## config.mk

```make
export PLATFORM = sky130hd
export DESIGN_NAME = transform_sequence_controller
export DESIGN_NICKNAME = d
export VERILOG_FILES = /design/src/hdl/tsc_pkg.sv /design/src/hdl/transform_sequence_controller.sv /design/src/hdl/tsc_step.sv
export SDC_FILE = /design/constraint.sdc
export NUM_CORES = 1
export LEC_CHECK = 0
export BUFFER_PORTS_ARGS = -buffer_cell sky130_fd_sc_hd__buf_2
export CORE_MARGIN = 5
export CORE_UTILIZATION = 55
export DETAILED_ROUTE_END_ITERATION = 12
export GPL_ROUTABILITY_DRIVEN = 0
export GPL_TIMING_DRIVEN = 1
export PLACE_DENSITY = 0.73
export SYNTH_ARGS = -nofsm -noshare
export SYNTH_HDL_FRONTEND = slang
export SYNTH_SLANG_ARGS = --single-unit
export TNS_END_PERCENT = 30
```

## constraint.sdc

```tcl
create_clock -name clk -period 6.25 [get_ports clk]
set_clock_uncertainty 0.15 [all_clocks]
set_input_delay 1.25 -clock clk [delete_from_list [all_inputs] [get_ports clk]]
set_output_delay 1.25 -clock clk [all_outputs]
set_load 0.02 [all_outputs]
```

## src/hdl/tsc_pkg.sv

```systemverilog
package tsc_pkg;

  localparam logic [2:0] SQ_IDLE = 3'd0;
  localparam logic [2:0] SQ_FWD  = 3'd1;
  localparam logic [2:0] SQ_EXT  = 3'd2;
  localparam logic [2:0] SQ_BACK = 3'd3;
  localparam logic [2:0] SQ_RET  = 3'd4;
  localparam logic [2:0] SQ_DONE = 3'd5;

  localparam logic [1:0] MV_STOP = 2'd0;
  localparam logic [1:0] MV_EXT  = 2'd1;
  localparam logic [1:0] MV_RET  = 2'd2;

  localparam logic [1:0] GOAL_NONE = 2'd0;
  localparam logic [1:0] GOAL_EXT  = 2'd1;
  localparam logic [1:0] GOAL_RET  = 2'd2;

  localparam logic [1:0] CMD_NONE = 2'd0;
  localparam logic [1:0] CMD_FWD  = 2'd1;
  localparam logic [1:0] CMD_BACK = 2'd2;
  localparam logic [1:0] CMD_HOLD = 2'd3;

  localparam logic MODE_VEHICLE = 1'b0;
  localparam logic MODE_FLIGHT  = 1'b1;

  localparam logic REG_PULSE_WIDTH = 1'b0;
  localparam logic REG_OP_DELAY    = 1'b1;

  localparam logic [15:0] PULSE_WIDTH_RESET = 16'd100;
  localparam logic [15:0] OP_DELAY_RESET    = 16'd2000;

  typedef struct packed {
    logic [31:0] now_ms;
    logic        transform_mode;
    logic        jam_report;
    logic        servo_holding;
  } in_item_t;

  typedef struct packed {
    logic       line_level;
    logic [1:0] motor_command;
    logic [2:0] sequence_phase;
    logic [1:0] actuator_motion_now;
  } out_item_t;

  typedef struct packed {
    logic [2:0] seq;
    logic       prev_mode;
    logic [1:0] phase;
    logic [1:0] motion;
    logic [1:0] goal;
    logic       pulse_active;
    logic       jam;
    logic [1:0] cmd;
  } ctl_t;

  function automatic logic at_goal(input logic [1:0] goal, input logic [1:0] motion,
                                   input logic [1:0] phase);
    logic r;
    r = 1'b1;
    if (goal == GOAL_EXT) begin
      r = (motion == MV_EXT) || (motion == MV_STOP && phase == 2'd2);
    end else if (goal == GOAL_RET) begin
      r = (motion == MV_RET) || (motion == MV_STOP && phase == 2'd0);
    end
    return r;
  endfunction

endpackage

```

## src/hdl/transform_sequence_controller.sv

```systemverilog
// Transform sequence controller: takes one control tick per clock cycle unless out_stall
// holds a waiting result, and returns one result per tick (input, then result register).
// The whole tick is one pass of next-state logic whose longest path is the two
// TIME_BITS-wide elapsed-time subtract-compares. While a finished result waits under
// out_stall, one more tick is taken into the input register; after that in_stall follows
// out_stall. Write the pulse width and operation delay registers only while no tick is
// in flight.
module transform_sequence_controller #(
  parameter int TIME_BITS = 32
) (
  input  logic                clk,
  input  logic                rst,
  input  logic                in_valid,
  output logic                in_stall,
  input  tsc_pkg::in_item_t   in_item,
  output logic                out_valid,
  input  logic                out_stall,
  output tsc_pkg::out_item_t  out_item,
  input  logic                cfg_we,
  input  logic                cfg_index,
  input  logic [15:0]         cfg_data
);
  import tsc_pkg::*;

  logic                 in_full;
  in_item_t             in_q;
  logic                 advance;

  logic [15:0]          pulse_width_ms;
  logic [15:0]          operation_delay_ms;

  ctl_t                 ctl;
  ctl_t                 ctl_next;
  logic [TIME_BITS-1:0] pulse_start;
  logic [TIME_BITS-1:0] pulse_start_next;
  logic [TIME_BITS-1:0] op_start;
  logic [TIME_BITS-1:0] op_start_next;
  out_item_t            result;

  assign advance  = in_full && (!out_valid || !out_stall);
  assign in_stall = in_full && !advance;

  tsc_step #(
    .TIME_BITS(TIME_BITS)
  ) u_step (
    .item              (in_q),
    .ctl               (ctl),
    .pulse_start       (pulse_start),
    .op_start          (op_start),
    .pulse_width_ms    (pulse_width_ms),
    .operation_delay_ms(operation_delay_ms),
    .ctl_next          (ctl_next),
    .pulse_start_next  (pulse_start_next),
    .op_start_next     (op_start_next),
    .result            (result)
  );

  always_ff @(posedge clk) begin
    if (rst) begin
      pulse_width_ms     <= PULSE_WIDTH_RESET;
      operation_delay_ms <= OP_DELAY_RESET;
    end else if (cfg_we) begin
      unique case (cfg_index)
        REG_PULSE_WIDTH: pulse_width_ms     <= cfg_data;
        REG_OP_DELAY:    operation_delay_ms <= cfg_data;
        default: begin
        end
      endcase
    end
  end

  always_ff @(posedge clk) begin
    if (rst) begin
      in_full <= 1'b0;
    end else if (in_valid && !in_stall) begin
      in_full <= 1'b1;
    end else if (advance) begin
      in_full <= 1'b0;
    end
  end

  always_ff @(posedge clk) begin
    if (in_valid && !in_stall) begin
      in_q <= in_item;
    end
  end

  always_ff @(posedge clk) begin
    if (rst) begin
      ctl.seq          <= SQ_IDLE;
      ctl.prev_mode    <= MODE_VEHICLE;
      ctl.phase        <= 2'd0;
      ctl.motion       <= MV_STOP;
      ctl.goal         <= GOAL_NONE;
      ctl.pulse_active <= 1'b0;
      ctl.jam          <= 1'b0;
      ctl.cmd          <= CMD_NONE;
      pulse_start      <= '0;
      op_start         <= '0;
    end else if (advance) begin
      ctl         <= ctl_next;
      pulse_start <= pulse_start_next;
      op_start    <= op_start_next;
    end
  end

  always_ff @(posedge clk) begin
    if (rst) begin
      out_valid <= 1'b0;
    end else if (advance) begin
      out_valid <= 1'b1;
    end else if (!out_stall) begin
      out_valid <= 1'b0;
    end
  end

  always_ff @(posedge clk) begin
    if (advance) begin
      out_item <= result;
    end
  end

  a_motion_phase: assert property (@(posedge clk) disable iff (rst)
    ((ctl.motion == MV_EXT) == (ctl.phase == 2'd1)) &&
    ((ctl.motion == MV_RET) == (ctl.phase == 2'd3)))
    else $error("actuator motion out of step with pulse phase");

  a_rotate_cmd: assert property (@(posedge clk) disable iff (rst)
    (ctl.seq == SQ_FWD || ctl.seq == SQ_BACK) |-> (ctl.cmd != CMD_NONE))
    else $error("rotating without a motor command");

  a_line_level: assert property (@(posedge clk) disable iff (rst)
    advance |=> (out_item.line_level == !ctl.pulse_active))
    else $error("line level does not match pulse state");

endmodule

```

## src/hdl/tsc_step.sv

```systemverilog
module tsc_step #(
  parameter int TIME_BITS = 32
) (
  input  tsc_pkg::in_item_t   item,
  input  tsc_pkg::ctl_t       ctl,
  input  logic [TIME_BITS-1:0] pulse_start,
  input  logic [TIME_BITS-1:0] op_start,
  input  logic [15:0]          pulse_width_ms,
  input  logic [15:0]          operation_delay_ms,
  output tsc_pkg::ctl_t       ctl_next,
  output logic [TIME_BITS-1:0] pulse_start_next,
  output logic [TIME_BITS-1:0] op_start_next,
  output tsc_pkg::out_item_t  result
);
  import tsc_pkg::*;

  logic [TIME_BITS-1:0] now;
  logic [TIME_BITS-1:0] pulse_age;
  logic [TIME_BITS-1:0] op_age;
  logic                 pulse_over;
  logic                 op_aged;

  assign now        = TIME_BITS'(item.now_ms);
  assign pulse_age  = now - pulse_start;
  assign op_age     = now - op_start;
  assign pulse_over = pulse_age >= TIME_BITS'(pulse_width_ms);
  assign op_aged    = op_age >= TIME_BITS'(operation_delay_ms);

  always_comb begin
    ctl_t c;
    logic pa_mid;
    logic began;
    logic delay_ok;

    c = ctl;
    began = 1'b0;

    if (c.pulse_active && pulse_over) begin
      c.pulse_active = 1'b0;
    end
    pa_mid = c.pulse_active;

    if (item.jam_report) begin
      c.jam = 1'b1;
    end

    if (item.transform_mode != c.prev_mode) begin
      if (item.transform_mode == MODE_FLIGHT) begin
        c.seq = SQ_FWD;
        c.jam = 1'b0;
        c.cmd = CMD_FWD;
      end else begin
        c.seq  = SQ_RET;
        c.goal = GOAL_RET;
        began  = 1'b1;
        if (!at_goal(c.goal, c.motion, c.phase) && !c.pulse_active) begin
          c.pulse_active = 1'b1;
          c.phase = c.phase + 2'd1;
          c.motion = (c.phase == 2'd1) ? MV_EXT : (c.phase == 2'd3) ? MV_RET : MV_STOP;
        end
      end
      c.prev_mode = item.transform_mode;
    end

    // op start moves to now when an actuator operation begins this tick
    delay_ok = began ? (operation_delay_ms == 16'd0) : op_aged;

    case (c.seq)
      SQ_FWD: begin
        if (c.jam) begin
          c.cmd  = CMD_HOLD;
          c.seq  = SQ_EXT;
          c.goal = GOAL_EXT;
          began  = 1'b1;
          if (!at_goal(c.goal, c.motion, c.phase) && !c.pulse_active) begin
            c.pulse_active = 1'b1;
            c.phase = c.phase + 2'd1;
            c.motion = (c.phase == 2'd1) ? MV_EXT : (c.phase == 2'd3) ? MV_RET : MV_STOP;
          end
        end else if (item.servo_holding) begin
          c.cmd = CMD_FWD;
        end
      end
      SQ_EXT, SQ_RET: begin
        if (!at_goal(c.goal, c.motion, c.phase) && !c.pulse_active &&
            c.goal != GOAL_NONE) begin
          c.pulse_active = 1'b1;
          c.phase = c.phase + 2'd1;
          c.motion = (c.phase == 2'd1) ? MV_EXT : (c.phase == 2'd3) ? MV_RET : MV_STOP;
        end
        if (delay_ok && at_goal(c.goal, c.motion, c.phase)) begin
          c.goal = GOAL_NONE;
          if (c.seq == SQ_EXT) begin
            c.seq = SQ_DONE;
          end else begin
            c.seq = SQ_BACK;
            c.jam = 1'b0;
            c.cmd = CMD_BACK;
          end
        end
      end
      SQ_BACK: begin
        if (c.jam) begin
          c.cmd = CMD_HOLD;
          c.seq = SQ_DONE;
        end else if (item.servo_holding) begin
          c.cmd = CMD_BACK;
        end
      end
      SQ_DONE: begin
        c.goal = GOAL_NONE;
        c.seq  = SQ_IDLE;
      end
      default: begin
      end
    endcase

    ctl_next = c;
    pulse_start_next = (c.pulse_active && !pa_mid) ? now : pulse_start;
    op_start_next    = began ? now : op_start;

    result.line_level          = !c.pulse_active;
    result.motor_command       = c.cmd;
    result.sequence_phase      = c.seq;
    result.actuator_motion_now = c.motion;
  end

endmodule
```

==> metrics.md <==
| Metric | Value |
|---|---|
| Status | `complete, but fails checks` |
| Failing checks | `negative setup slack` |
| CTS tree | `built` |
| Num CTS Buffers | `17` |
| Via count | `10,400` |
| DR pass1 iterations | `6` |
| Max stage delay on crit path | `0.39 ns` |
| Initial core utilization | `0.559` |
| Maximum root-to-sink buffer count | `2` |
| Nets@finish | `1,627` |
| Total Wirelength | `30,900 um` |
| Slowest CP cell | `fa_2` |
| Worst setup path category | `reg -> reg` |
| Count of state elements after synthesis | `155` |
| Final Max Tran Viols | `0` |
| Post-layout util | `0.659` |
| Die extent in x | `151 um` |
| Post-synth cell types | `76` |
| Worst reg2reg path startpoint | `in_q[3]$_DFFE_PP_` |
| Min Clock Period, post-route | `6.42 ns` |
| DRT iter0 DRCs | `872` |
| Fraction of registers with async set/reset | `0` |
| Placed cell count | `1,696` |
| Vias per inst | `5.93` |
| End of the critical path | `pulse_start[1]$_SDFFE_PP0P_` |
| YS warnings | `0` |
| Final setup vio count | `46` |
| DR WL/cell | `17.7 um` |
| Tot GR Track Use | `0.261` |
| Worst Setup SP | `in_q[3]$_DFFE_PP_` |
| Period utilization | `1.03` |
| Pwr/cell area | `224 nW/um2` |
| Worst endpoint required time | `6.39 ns` |
| Post-DP HPWL | `21,800 um` |
| Synth cell count leaders | `nand2_1 (197), a21oi_1 (145), nor2_1 (133)` |
| Mean Syn Cell Area | `7.94 um2` |
| CTS root buf | `clkbuf_16` |
| Antenna violations before repair | `1` |
| Max Cap Viol | `0` |
| Final Worst Setup Slack | `-0.167 ns` |
| Vias in the first global route | `9,591` |
| Final Hold Viols | `0` |
| DRC Markers | `0` |
| Busiest grt layer | `met2` |
| Post-synthesis sequential area ratio | `0.325` |
| IO Pins | `67` |
| Area growth syn-to-layout | `18.0%` |
| Area share of the largest cell type after synthesis | `0.206` |
| Leakage | `0.00526 uW` |
| Clock sink count | `155` |
| Setup crit end kind | `flop` |
| Worst vdd ir | `0.000184 V` |
| Post-Synthesis Cells | `1,369` |
| Synth area leaders | `dfxtp_1 (21%), edfxtp_1 (12%), ha_1 (12%), nand2_1 (6.8%), a21oi_1 (6.7%)` |
| FF-to-FF setup slack | `-0.17 ns` |
| Max Clk Rate | `156 MHz` |
| Top-count cell post-synth | `nand2_1` |
| # port buffers | `66` |
| Reg2Reg Depth | `33` |
| Core region area | `19,500 um2` |
| GR Layer Usage met3 | `0.0443` |
| Number of antenna diodes | `0` |
| M2 GR Usage | `0.427` |
| Row cnt | `51` |
| Gr ovfl total | `0` |
| Largest net degree at the start of global routing | `79` |
| Hold Slack | `0.307 ns` |
| Post-synth top flop | `dfxtp_1` |
| CP Launch Type | `flop` |
| Slew @ Worst Pin | `1.14 ns` |
| Relative slew slack | `0.236` |
| CTS Hold Bufs | `0` |
| Clock latency on the worst-skew pair | `0.44 ns` |
| Pwr Total | `2870 uW` |
| Met1 usage | `0.353` |
| Die height | `151 um` |
| First-pass GRT wire length | `47,600 um` |
| Post-Syn Nets | `1,528` |
| Worst Hold Class | `reg -> reg` |
| Post-synth EDFFs | `43` |
| Crit path DAT | `6.56 ns` |
| Synth area leader | `dfxtp_1` |
| Worst-path clk slew | `0.07 ns` |
| Post-route ant nets | `0` |
| Share of layout cells above drive strength 1 | `0.160` |
| CTS H-Tree Depth | `4` |
| Worst Path Max Fanout | `16` |
| Die Area | `22,700 um2` |
| Synth Cell Area | `10,900 um2` |
| Finished Layout Cells | `1,746` |
| Unrepaired setup endpoints after global routing | `true` |
| CP dominant cell by count | `nor2_2` |
| R2r endpoint | `pulse_start[1]$_SDFFE_PP0P_` |
## cells by family after synthesis
| logic type | synth area share |
|---|---|
| DFF | 0.325 |
| muxes | 0.0410 |
| and+or+nand+nor | 0.201 |
| xor gates and xnor gates | 0.0290 |
| buffers and inverters | 0.0602 |
| AOI/OAI and AO/OA | 0.226 |
| adders and majority gates | 0.119 |
## per-stage QoR
| stage | TNS, ns | area [um2] | setup WS, ns |
|---|---|---|---|
| 3_5_place_dp | -6.68 | 11700 | -0.288 |
| 6_report | -3.98 | 12800 | -0.167 |
| 5_1_grt | -18.99 | 12800 | -0.489 |
| 4_1_cts | 0 | 12400 | 0.000552 |
| 2_1_floorplan | -0.0134 | 10900 | -0.00847 |
| 3_3_place_gp | 0 | 11700 | 0.0118 |
## sequential cells by signal, indices dropped and copies added, names as in the netlist
signal / cells
ctl: 14
in_full: 1
in_q: 35
op_start: 32
operation_delay_ms: 16
out_item: 8
out_valid: 1
pulse_start: 32
pulse_width_ms: 16
## routing by layer
| layer | share of wire | up-vias | wire [um] |
|---|---|---|---|
| li1 | - | 5049 | - |
| met1 | 0.43 | 4813 | 13300 |
| met2 | 0.47 | 423 | 14400 |
| met5 | 0.00039 | - | 12 |
| met3 | 0.071 | 71 | 2180 |
| met4 | 0.029 | 2 | 907 |
## cell usage in the layout, fill, tap and decap left out, drive strengths merged, types with 20 or more instances in the layout
master  Yosys  layout
nand2b     22      22
buf         8     129
nand2     197     197
inv       118     132
o21a       22      22
o21ai      65      65
a21o       27      27
clkbuf     44      20
nand3      20      20
a21oi     145     145
dfxtp     112     112
mux2i      40      40
edfxtp     43      43
nor2      133     133
xnor2      26      26
ha        100     100
## how the worst min path moves through the flow
| stage | from | to | slack, ns | depth (start not counted) |
|---|---|---|---|---|
| after global routing | op_start[24]$_SDFFE_PP0P_ | op_start[24]$_SDFFE_PP0P_ | 0.33 | 2 |
| after detailed placement | op_start[10]$_SDFFE_PP0P_ | op_start[10]$_SDFFE_PP0P_ | 0.30 | 2 |
| after floorplan | op_start[10]$_SDFFE_PP0P_ | op_start[10]$_SDFFE_PP0P_ | 0.29 | 2 |
| after global placement | op_start[4]$_SDFFE_PP0P_ | op_start[4]$_SDFFE_PP0P_ | 0.29 | 2 |
| final | op_start[5]$_SDFFE_PP0P_ | op_start[5]$_SDFFE_PP0P_ | 0.31 | 2 |
| after CTS | op_start[10]$_SDFFE_PP0P_ | op_start[10]$_SDFFE_PP0P_ | 0.31 | 2 |
## cell type report
type                            count  area (um2)
Fill cell                        1630        6640
Inverter                          118         443
Multi-Input combinational cell   1044        7050
Timing Repair Buffer              132         905
Clock inverter                     15         139
Tap cell                          265         332
Sequential cell                   155        3540
Clock buffer                       17         425
## worst max-delay path, delay by kind of cell, from the launching register on
kind	cells	cell delay, ns
buffers and inverters	4	0.54
flip-flops	1	0.37
XOR/XNOR	1	0.14
multiplexers	2	0.58
AND/OR/NAND/NOR	15	2.12
adder cells (fa/ha/maj)	4	1.00
AO/OA/AOI/OAI	7	1.34
## report_power, final
group | leakage [uW] | total, uW | internal [uW] | switching [uW]
sequential | 0.00133 | 1120 | 1080 | 42.6
combinational | 0.00364 | 723 | 305 | 418
clock | 0.000285 | 1020 | 532 | 491
## timing repair
action	in CTS	in global routing
buffers inserted	4	11
setup endpoints to repair	46	47
gates cloned	0	3
pin swaps	11	44
resized for setup	16	61
Power figures use the tool's default switching activity.
